`config.mk`:
```
export PLATFORM = sky130hd
export DESIGN_NAME = mtm_ram
export DESIGN_NICKNAME = d
export VERILOG_FILES = /design/src/rtl/core/assert_macros.svh /design/src/rtl/core/mtm_ram.sv
export SDC_FILE = /design/constraint.sdc
export NUM_CORES = 1
export LEC_CHECK = 0
export BUFFER_PORTS_ARGS = -buffer_cell sky130_fd_sc_hd__buf_2
export CAP_MARGIN = 10
export CORE_ASPECT_RATIO = 0.75
export CORE_MARGIN = 5
export CORE_UTILIZATION = 57
export DETAILED_ROUTE_END_ITERATION = 6
export GPL_TIMING_DRIVEN = 0
export PLACE_DENSITY = 0.75
export SLEW_MARGIN = 30
export SYNTH_ARGS = -nofsm -noshare
export SYNTH_HDL_FRONTEND = slang
export SYNTH_SLANG_ARGS = --single-unit
```
`constraint.sdc`:
```
create_clock -name clk_i -period 3.35 [get_ports clk_i]
set_input_delay 0.335 -clock clk_i [delete_from_list [all_inputs] [get_ports clk_i]]
set_output_delay 0.335 -clock clk_i [all_outputs]
set_load 0.01 [all_outputs]
```
`src/rtl/core/assert_macros.svh`:
```
// Assertion helpers shared by the RTL of the mailbox block.
// Each helper is defined twice: checking bodies for simulation, and empty
// bodies when the code is built for synthesis.
`ifndef ASSERT_MACROS_SVH
`define ASSERT_MACROS_SVH

`ifndef SYNTHESIS

`define MTM_ASSERT(lbl, prop) \
  lbl: assert property (@(posedge clk_i) disable iff (!rst_ni) prop) \
    else $error("mailbox assertion failed");

`define MTM_ASSERT_ALWAYS(lbl, prop) \
  lbl: assert property (@(posedge clk_i) prop) \
    else $error("mailbox assertion failed");

`else

`define MTM_ASSERT(lbl, prop)

`define MTM_ASSERT_ALWAYS(lbl, prop)

`endif

`endif

```
`src/rtl/core/mtm_ram.sv`:
```
`timescale 1ns / 1ps

module mtm_ram #(
  parameter int unsigned WIDTH = 8,
  parameter int unsigned DEPTH = 16,
  localparam int unsigned AW = (DEPTH > 1) ? $clog2(DEPTH) : 1
) (
  input  logic             clk_i,
  input  logic             we_i,
  input  logic [AW-1:0]    waddr_i,
  input  logic [WIDTH-1:0] wdata_i,
  input  logic             re_i,
  input  logic [AW-1:0]    raddr_i,
  output logic [WIDTH-1:0] rdata_o
);

  logic [WIDTH-1:0] mem_q [DEPTH];
  logic [WIDTH-1:0] rdata_q;

  always_ff @(posedge clk_i) begin
    if (we_i) begin
      mem_q[waddr_i] <= wdata_i;
    end
    if (re_i) begin
      rdata_q <= mem_q[raddr_i];
    end
  end

  assign rdata_o = rdata_q;

endmodule

```
### Word level (Yosys, flattened, before mapping)

Memories as Yosys holds them, arrays and structs flattened. A register that Yosys moved wholly into a read port is not among the register bits.
Index checks and enable logic that the tools add are counted.

* bits in registers: 0
* bits in writable memories: 128
* output and inout bits: 8
* memories kept: 1

* multiplexer cells: 2

Memory list
* mem_q: depth 16, width 8, read ports 1, clocked after memory_dff 1, write ports 1, RTL line mtm_ram.sv:17 `logic [WIDTH-1:0] mem_q [DEPTH];`

Operators with widths (number)
* $mux 1: 2

### Longest topological paths before layout

Gate-level depths: netlist of run 1.

* depth in word-level cells: 2
* gate-level depth with buffers: 5

### Worst setup path after synthesis of run 1

OpenSTA, ideal clock, no wires.

* kind: input-to-reg
* start: in waddr_i[2]
* end: mem mem_q[0][0] (enable)
* library setup time: 0.383 ns
* arrival time: 1.445 ns
* setup slack: 1.522 ns
* stages on the path: 2
* cells stage by stage: or3b_2 nor3_1

RTL lines
* start: declaration: RTL line mtm_ram.sv:10 `input logic [AW-1:0] waddr_i,`
* end: declaration: RTL line mtm_ram.sv:17

No word-level cell before the write port.

### Worst setup path after layout of run 1

* start: in waddr_i[2]
* end: mem mem_q[2][0] (enable)

No word-level cell before the write port.

==> flow_summary_export.csv, run 1 <==
group,metric,value,unit
floorplan,boundaryPins,27,
power,power_frac_seq,52.0,%
finish,layout.cells.most_common_list,"edfxtp_1 (136), buf_2 (28), mux4_2 (18)",
synthesis,syn-mean-instance-area,22.8,um^2
finish,num-nets-final,292,
floorplan,initial_core_utilization,58.0,%
finish,final_core_utilization,66.8,%
cts,ctsHoldBuffers,0,
power,vdd_drop_max,0.451,mV
floorplan,core-area,0.00901,mm^2
timing,skew,0.00451,ns
timing,max_freq,600,MHz
worst_setup_path,setup.reg_to_reg.worst_slack,1.78,ns
floorplan,std_cell_rows,30,
worst_setup_path,reg2reg_start,"mem_q[10][4]",
floorplan,die_h,92.9,um
timing,worst_pin_slew,0.876,ns
cts,worst_skew_pair.late_latency,0.40,ns
worst_setup_path,crit_start,"waddr_i[2]",
synthesis,synth.net_count,248,
worst_setup_path,critical_path.startpoint_type,"primary input",
cts,clkTransAtPathRegs,0.05,ns
placed_design,place.gp.congestion,0.745,
power,internal-power,2.99,mW
route,drtAntennaViolNets,0,
synthesis,synth_seq_area_share,78.1,%
route,finalWirelength,9950,um
grt,grt_pass1_wl,15300,um
power,power.clock.fraction,43.0,%
grt,grt.overflow.total,0,
cts,cts_tree,"yes",
timing,fin_setup_tns,0,ns
synthesis,yosys_register_bits,136,
grt,antenna_violations_before_repair,0,
route,detail_route.wl_per_cell,25.2,um
power,combinationalPowerShare,5.0,%
worst_setup_path,worstPathCellList,"buf_2 > or3b_2 > nor2_1",
timing,period_minus_slack,1.67,ns
finish,n_antenna_cell,0,
synthesis,yosys.cell_types.count,18,
finish,layout.cells.most_common,"edfxtp_1",
cts,numClockSinks,136,
floorplan,die_area,0.0112,mm^2
worst_setup_path,highest_fanout_seen_on_the_critical_path,8,
finish,layout.filler_cells,567,
cts,clock_path_buffers,2,
grt,maximum_number_of_pins_on_one_net_before_global_route_repair,17,
timing,grt_setup_unrepaired,"false",
placed_design,io_buffer_count,25,
cts,clock-root-buffer,"clkbuf_16",
flow_run,cap_violations,0,
placed_design,placed_cell_area,0.00551,mm^2
synthesis,syn-cell-area,0.00523,mm^2
timing,report.final.slew_viol_count,0,
floorplan,die_width,121,um
finish,fin_area,0.00601,mm^2
cts,cts.htree.levels,4,
grt,first_global_vias,2564,
status,status,"complete, no violations",
power,power_switching,0.721,mW
timing,finalCritPeriodShare,49.7,%
worst_setup_path,cp_data_arrival_time,1.69,ns
timing,finalSetupViolations,0,
route,firstDrtPassIters,5,
cts,cts_made_buffers,17,
route,drt_iter0_drc,233,
route,routed_via_density,6.29,
min_path,min-delay-start,"re_i",
finish,area_delta_synth_final,15.0,%
placed_design,dpl.cell_count,366,
synthesis,cells_after_synth,229,
cts,cts_resized,0,
power,p_leak,2.00,nW
worst_setup_path,critPathMaxStageDelay,0.69,ns
route,via_count_of_the_routed_design,2484,
finish,drive_gt1_share,27.9,%
placed_design,hpwlAfterDp,6290,um
min_path,timing.hold.worst.class,"in -> reg",
timing,timing.slew.headroom,41.4,%
worst_setup_path,crit_path_top_delay_cell,"nor2_1",
power,switching_share,19.4,%
finish,finish.cell_count_without_fillers,395,
synthesis,synth_warnings,0,
timing,final-hold-violation-count,0,
worst_setup_path,worstPathRequired,3.38,ns
grt,tot_gr_track_use,19.6,%
power,power-per-cell-area,617,mW/mm^2
cts,cts.repair_timing.setup_buffer_count,0,
worst_setup_path,setup.worst_path.end_class,"flip-flop",
worst_setup_path,critical_path_class,"in -> reg",
route,remaining_drc_errors,0,
critical path, delay by kind of cell:
kind | cells | cell delay (ns)
buf+inv | 1 | 0.12
simple gates | 2 | 1.23
metrics by stage:
stage / setup slack, ns / hold WS, ns / power, mW
3_5_place_dp: 1.32 / 0.686 / 2.15
4_1_cts: 1.73 / 0.265 / 3.72
5_1_grt: 1.68 / 0.275 / 3.83
6_report: 1.68 / 0.273 / 3.71
2_1_floorplan: 1.52 / 0.434 / 2.06
3_3_place_gp: 1.05 / 0.667 / 2.14
state kept, by name (all words and copies together) (netlist names):
signal,flops
mem_q,128
rdata_o,8
routing by layer:
layer | vias to the layer above | share of wire (%) | global-route usage (%)
met5 | - | 0 | 0
li1 | 1068 | - | -
met1 | 1263 | 43 | 29.2
met4 | 0 | 1.4 | 6.98
met2 | 141 | 46 | 27.8
met3 | 12 | 10 | 5.68
power by group through the flow:
stage | Combinational, mW | Sequential, mW | Clock [mW]
floorplan | 0.0967 | 1.96 | 0
global placement | 0.177 | 1.96 | 0
detailed placement | 0.184 | 1.96 | 0
CTS | 0.187 | 1.93 | 1.61
global route | 0.200 | 1.93 | 1.70
finish | 0.185 | 1.93 | 1.59
logic make-up (layout without fill, tap and decap cells):
family          after synthesis  count (layout)  share of synthesized area, %
simple gates                 35              35                          3.14
compound gates               16              16                          2.30
mux                          32              32                          14.8
flops                       136             136                          78.1
buf+inv                      10              64                          1.65
synthesized netlist by cell type (all sizes together):
cell type | instances | share of area [%]
and2b | 1 | 0.14
mux4 | 32 | 15
and2 | 1 | 0.12
edfxtp | 136 | 78
nand3 | 1 | 0.096
a22oi | 16 | 2.3
nor2b | 1 | 0.12
nor3 | 4 | 0.38
nand2b | 2 | 0.24
or3b | 1 | 0.17
clkdlybuf4s25 | 3 | 0.57
nand3b | 2 | 0.29
nand2 | 9 | 0.65
nor2 | 13 | 0.93
buf | 7 | 1.1
path summary, 6_finish.rpt:
kind | end | cells past startpoint
hold / removal | rdata_o[5] | 1
hold reg to reg | rdata_o[1] | 3
setup / recovery | mem_q[2][0] | 3
setup reg to reg | rdata_o[4] | 3
area by class of cell:
| class | instances | area, um^2 | area share (%) |
|---|---|---|---|
| repair buffers | 25 | 125 | 2.08 |
| well taps | 112 | 140 | 2.33 |
| clock buffers | 22 | 444 | 7.39 |
| multi-input cells | 83 | 1080 | 17.9 |
| plain buffers | 10 | 86.3 | 1.44 |
| flip-flops and latches | 136 | 4080 | 67.9 |
| clock inverters | 7 | 56.3 | 0.936 |
No activity file was read; power rests on OpenSTA's default activity.
==> inputs of run 2 (changes only) <==
--- a/config.mk
+++ b/config.mk
@@ -9,10 +9,10 @@
 export CAP_MARGIN = 10
 export CORE_ASPECT_RATIO = 0.75
 export CORE_MARGIN = 5
-export CORE_UTILIZATION = 57
+export CORE_UTILIZATION = 54
 export DETAILED_ROUTE_END_ITERATION = 6
 export GPL_TIMING_DRIVEN = 0
-export PLACE_DENSITY = 0.75
+export PLACE_DENSITY = 0.74
 export SLEW_MARGIN = 30
 export SYNTH_ARGS = -nofsm -noshare
 export SYNTH_HDL_FRONTEND = slang
==> constraint.sdc (replaced) <==
create_clock -name clk_i -period 1.4 [get_ports clk_i]
set_input_delay 0.14 -clock clk_i [delete_from_list [all_inputs] [get_ports clk_i]]
set_output_delay 0.14 -clock clk_i [all_outputs]
set_load 0.01 [all_outputs]
==> run 2 against run 1 <==
- first-iteration DRC count is 24% higher
- worst hold slack worse by 0.19 ns
- clock skew is 0.00082 ns higher
- the flow now finishes with violations (setup timing)
- critical path type is now reg -> reg
==> flow_summary_export.csv, run 2 (synthesis gave the netlist of run 1 again) <==
group,metric,value,unit
status,status,"finished with violations",
status,failed_checks,"setup timing",
timing,postLayoutSetupSlackWorst,-0.0616,ns
grt,antenna_violations_before_repair,0,
placed_design,place.gp.congestion,0.709,
timing,final-hold-violation-count,0,
cts,cts_made_buffers,17,
worst_setup_path,crit_path_top_delay_cell,"mux4_2",
worst_setup_path,critical_path.startpoint_type,"flip-flop",
cts,cts_tree,"yes",
placed_design,hpwlAfterDp,6560,um
timing,fin_setup_tns,-0.119,ns
worst_setup_path,worstPathCellList,"mux4_2 > a22oi_2 > nand2_1",
finish,register_bank_with_the_most_flops,"mem_q",
cts,clock-root-buffer,"clkbuf_16",
worst_setup_path,highest_fanout_seen_on_the_critical_path,1,
timing,timing.slew.headroom,45.9,%
power,combinationalPowerShare,5.5,%
power,power-per-cell-area,1440,mW/mm^2
finish,layout.cells.most_common,"edfxtp_1",
floorplan,die_h,95.2,um
power,power_frac_seq,53.1,%
route,routed_via_density,5.93,
timing,grt_setup_unrepaired,"true",
timing,report.final.slew_viol_count,0,
worst_setup_path,setup.worst_path.end_class,"flip-flop",
route,via_count_of_the_routed_design,2448,
floorplan,std_cell_rows,31,
timing,worst_pin_slew,0.809,ns
placed_design,pre_cts_slack,-0.434,ns
min_path,min-delay-start,"re_i",
finish,largest_register_ff_count,128,
grt,maximum_number_of_pins_on_one_net_before_global_route_repair,17,
route,drt_iter0_drc,288,
cts,cts.repair_timing.setup_buffer_count,0,
grt,tot_gr_track_use,19.5,%
worst_setup_path,critical-path-top-delay-family,"multiplexers",
finish,final_core_utilization,63.1,%
finish,layout.filler_cells,685,
worst_setup_path,worst-path-buf-inv,0,
worst_setup_path,critical_path_class,"reg -> reg",
route,finalWirelength,10300,um
power,power.clock.fraction,41.5,%
timing,finalCritPeriodShare,104,%
placed_design,io_buffer_count,25,
route,detail_route.wl_per_cell,25.0,um
cts,clkTransAtPathRegs,0.05,ns
power,power_switching,1.76,mW
min_path,timing.hold.worst.class,"in -> reg",
worst_setup_path,worstPathRequired,1.55,ns
timing,fin_worst_hold_slack,0.0841,ns
timing,max_freq,684,MHz
route,remaining_drc_errors,0,
power,vdd_drop_max,1.17,mV
power,internal-power,6.94,mW
finish,layout.cells.most_common_list,"edfxtp_1 (136), mux4_2 (30), buf_2 (28)",
power,switching_share,20.2,%
cts,cts.htree.levels,4,
route,drtAntennaViolNets,0,
cts,ctsHoldBuffers,0,
cts,clock_path_buffers,2,
finish,area_delta_synth_final,15.2,%
placed_design,placed_cell_area,0.00555,mm^2
floorplan,boundaryPins,27,
worst_setup_path,r2r.worst_path.cells,3,
worst_setup_path,cp_data_arrival_time,1.61,ns
worst_setup_path,worstSetupPathDepth,3,
worst_setup_path,reg2reg_start,"mem_q[6][0]",
worst_setup_path,critPathMaxStageDelay,0.53,ns
cts,worst_skew_pair.late_latency,0.41,ns
grt,first_global_vias,2565,
finish,n_antenna_cell,0,
timing,finalSetupViolations,4,
worst_setup_path,cp-endpoint,"rdata_o[0]",
floorplan,initial_core_utilization,54.8,%
worst_setup_path,crit_start,"mem_q[6][0]",
grt,grt_pass1_wl,15500,um
timing,period_minus_slack,1.46,ns
grt,grt.overflow.total,0,
worst_setup_path,rr_endpoint,"rdata_o[0]",
flow_run,cap_violations,0,
floorplan,die_width,124,um
floorplan,core-area,0.00954,mm^2
timing,skew,0.00533,ns
route,firstDrtPassIters,4,
power,p_leak,1.95,nW
finish,drive_gt1_share,37.0,%
cts,numClockSinks,136,
worst_setup_path,setup.reg_to_reg.worst_slack,-0.06,ns
floorplan,die_area,0.0118,mm^2
finish,num-nets-final,292,
finish,fin_area,0.00602,mm^2
[run 2: stage by stage]
step	cells	power (mW)
after floorplan	229	4.93
after global placement	386	5.12
after detailed placement	386	5.14
after CTS	413	8.73
after global routing	413	9.00
final	413	8.70
[run 2: power by group through the flow]
stage | logic, mW | registers [mW] | clock network (mW)
after floorplan | 0.235 | 4.70 | 0
after global placement | 0.435 | 4.69 | 0
after detailed placement | 0.450 | 4.69 | 0
after CTS | 0.471 | 4.62 | 3.65
after global routing | 0.510 | 4.62 | 3.87
final | 0.475 | 4.62 | 3.61
[run 2: worst min path at each step]
stage / end / slack, ns / cells after the start
finish: rdata_o[4] / 0.08 / 1
global route: rdata_o[7] / 0.07 / 1
CTS: rdata_o[6] / 0.07 / 1
detailed placement: rdata_o[0] / 0.50 / 1
global placement: rdata_o[7] / 0.48 / 1
floorplan: mem_q[0][0] / 0.24 / 0
[run 2: layout make-up]
cell class | instances | area [um^2] | share of cell area, %
timing repair buffer | 25 | 125 | 2.08
sequential | 136 | 4080 | 67.8
tap | 132 | 165 | 2.74
buffer | 10 | 93.8 | 1.56
clock buffer | 18 | 429 | 7.13
clock inverter | 9 | 40.0 | 0.665
multi-input combinational | 83 | 1080 | 18.0
[run 2: repair_timing]
item | 4_1_cts | 5_1_grt
pin swaps | 5 | 7
setup endpoints to repair | 24 | 8
gates resized for setup | 18 | 6
[run 2: worst reg2reg max path, cell delays in order, from the launching register on]
cell      delay (ns)
edfxtp_1        0.37
mux4_2          0.53
a22oi_2         0.20
nand2_1         0.10
[run 2: routing by layer]
| metal | GRT usage, % | routed length [um] | share of wire [%] | vias to the layer above |
|---|---|---|---|---|
| li1 | - | - | - | 1056 |
| met1 | 29.9 | 4670 | 45 | 1269 |
| met2 | 26.6 | 4560 | 44 | 114 |
| met3 | 6.64 | 970 | 9.4 | 9 |
| met4 | 6.08 | 112 | 1.1 | 0 |
| met5 | 0 | 0 | 0 | - |
==> inputs of run 3 (changes only) <==
--- a/config.mk
+++ b/config.mk
@@ -7,12 +7,12 @@
 export LEC_CHECK = 0
 export BUFFER_PORTS_ARGS = -buffer_cell sky130_fd_sc_hd__buf_2
 export CAP_MARGIN = 10
+export CELL_PAD_IN_SITES_DETAIL_PLACEMENT = 1
+export CELL_PAD_IN_SITES_GLOBAL_PLACEMENT = 1
 export CORE_ASPECT_RATIO = 0.75
-export CORE_MARGIN = 5
-export CORE_UTILIZATION = 54
+export CORE_UTILIZATION = 48
 export DETAILED_ROUTE_END_ITERATION = 6
-export GPL_TIMING_DRIVEN = 0
-export PLACE_DENSITY = 0.74
+export PLACE_DENSITY_LB_ADDON = 0.1
 export SLEW_MARGIN = 30
 export SYNTH_ARGS = -nofsm -noshare
 export SYNTH_HDL_FRONTEND = slang
==> run 3 against run 2 <==
- the run still ends with setup timing left
- worst hold slack better by 0.027 ns
- worst setup slack better by 0.0095 ns
- sequential share of layout area is 2.8 points lower
- utilization is 3.0 points lower
- clock power is 25% higher
- final cell count is 6.1% higher
- critical endpoint is now rdata_o[1]
- largest power group unchanged
- highest routed layer unchanged
==> flow_summary_export.csv, run 3 (synthesis gave the netlist of run 1 again) <==
group,metric,value,unit
cts,cts_tree,"yes",
finish,layout.cells.most_common_list,"edfxtp_1 (136), buf_2 (26), mux4_2 (24)",
floorplan,core-area,0.0105,mm^2
finish,area_delta_synth_final,20.2,%
timing,report.final.slew_viol_count,0,
cts,cts.repair_timing.setup_buffer_count,0,
floorplan,die_area,0.0113,mm^2
finish,finish.cell_count_without_fillers,438,
worst_setup_path,r2r.worst_path.cells,3,
floorplan,boundaryPins,27,
finish,layout.filler_cells,883,
cts,numClockSinks,136,
worst_setup_path,critical_path.startpoint_type,"flip-flop",
cts,worst_skew_pair.late_latency,0.41,ns
min_path,timing.hold.worst.class,"in -> reg",
timing,timing.slew.headroom,38.0,%
flow_run,cap_violations,0,
grt,grt_pass1_wl,17400,um
route,detail_route.wl_per_cell,26.9,um
route,remaining_drc_errors,0,
finish,num-nets-final,308,
grt,grt.overflow.total,0,
route,drtAntennaViolNets,0,
finish,final_core_utilization,60.2,%
route,via_count_of_the_routed_design,2552,
worst_setup_path,crit_path_top_delay_cell,"mux4_2",
power,vdd_drop_max,1.61,mV
timing,skew,0.00796,ns
finish,fin_area,0.00629,mm^2
cts,cts_made_buffers,17,
grt,maximum_number_of_pins_on_one_net_before_global_route_repair,21,
timing,finalSetupViolations,7,
power,power-per-cell-area,1530,mW/mm^2
placed_design,io_buffer_count,26,
floorplan,std_cell_rows,32,
worst_setup_path,highest_fanout_seen_on_the_critical_path,1,
worst_setup_path,cp_data_arrival_time,1.61,ns
timing,finalCritPeriodShare,104,%
status,status,"finished with violations",
cts,clkTransAtPathRegs,0.06,ns
grt,tot_gr_track_use,23.4,%
timing,grt_setup_unrepaired,"true",
placed_design,hpwlAfterDp,7420,um
min_path,min_delay_path_depth,1,
cts,clock_path_buffers,2,
finish,layout.cells.most_common,"edfxtp_1",
grt,first_global_vias,2651,
cts,clock-root-buffer,"clkbuf_16",
floorplan,die_h,92.4,um
floorplan,die_width,123,um
worst_setup_path,critical_path_class,"reg -> reg",
worst_setup_path,worstPathCellList,"mux4_2 > a22oi_2 > nand2_1",
finish,largest_register_ff_count,128,
placed_design,placed_cell_area,0.00567,mm^2
timing,postLayoutSetupSlackWorst,-0.0521,ns
cts,ctsHoldBuffers,0,
status,failed_checks,"setup timing",
grt,antenna_violations_before_repair,0,
route,firstDrtPassIters,6,
placed_design,dpl.cell_count,406,
route,finalWirelength,11800,um
route,routed_via_density,5.83,
finish,drive_gt1_share,37.7,%
placed_design,place.gp.congestion,0.734,
worst_setup_path,critPathMaxStageDelay,0.50,ns
cts,cts.htree.levels,4,
finish,register_bank_with_the_most_flops,"mem_q",
timing,worst_pin_slew,0.927,ns
floorplan,initial_core_utilization,50.0,%
timing,final-hold-violation-count,0,
timing,max_freq,689,MHz
route,drt_iter0_drc,271,
timing,period_minus_slack,1.45,ns
worst_setup_path,worstPathRequired,1.56,ns
power,p_leak,2.11,nW
finish,n_antenna_cell,0,
worst_setup_path,setup.worst_path.end_class,"flip-flop",
timing,fin_worst_hold_slack,0.111,ns
[run 3: changes by cell type in the layout (fill, tap and decap cells not counted), sizes merged]
cell and delta:
buf +19, clkinv -6, clkinvlp +4, inv +4
bufinv +3, clkdlybuf4s25 -3
[run 3: path summary, 6_finish.rpt]
path,from,endpoint,slack [ns]
max reg2reg,mem_q[0][1],rdata_o[1],-0.05
min,re_i,rdata_o[4],0.11
min reg2reg,mem_q[4][2],rdata_o[2],0.76
max,mem_q[0][1],rdata_o[1],-0.05
[run 3: final cells by class]
cell class	instances	area [um^2]	area share [%]
clock buffers	18	429	6.83
clock inverters	14	173	2.75
multi-input cells	83	1070	17.1
flip-flops and latches	136	4080	65.0
well taps	136	170	2.71
repair buffers	51	355	5.65
[run 3: layer usage]
layer  global-route usage, %  vias up  wire length (um)
li1                        -     1099                 -
met1                    34.4     1334              5030
met2                    34.6      115              5720
met3                    6.53        4               996
met4                    6.50        0                37
met5                       0        -                 0
[run 3: worst max-delay path, delay by kind of cell, from the launching register on]
family / cells / cell delay [ns]
DFF: 1 / 0.37
muxes: 1 / 0.50
AOI/OAI and AO/OA: 1 / 0.23
and+or+nand+nor: 1 / 0.09
[run 3: repair_timing]
item | CTS | global route
pin swaps | 10 | 5
resized for setup | 13 | 0
endpoints found under the setup margin | 8 | 8
[run 3: power breakdown]
| part | internal (mW) | total [mW] | switching (mW) |
|---|---|---|---|
| Combinational | 0.202 | 0.475 | 0.272 |
| Sequential | 4.59 | 4.62 | 0.0307 |
| Clock | 2.81 | 4.52 | 1.71 |
| Total | 7.61 | 9.62 | 2.01 |
[run 3: per-stage QoR]
step / setup TNS (ns) / worst slack [ns] / total power, mW
2_1_floorplan: -0.236 / -0.0160 / 4.93
4_1_cts: -0.267 / -0.0485 / 9.71
3_3_place_gp: -2.18 / -0.342 / 5.15
3_5_place_dp: -2.72 / -0.344 / 5.16
6_report: -0.184 / -0.0521 / 9.62
5_1_grt: -0.649 / -0.128 / 9.88
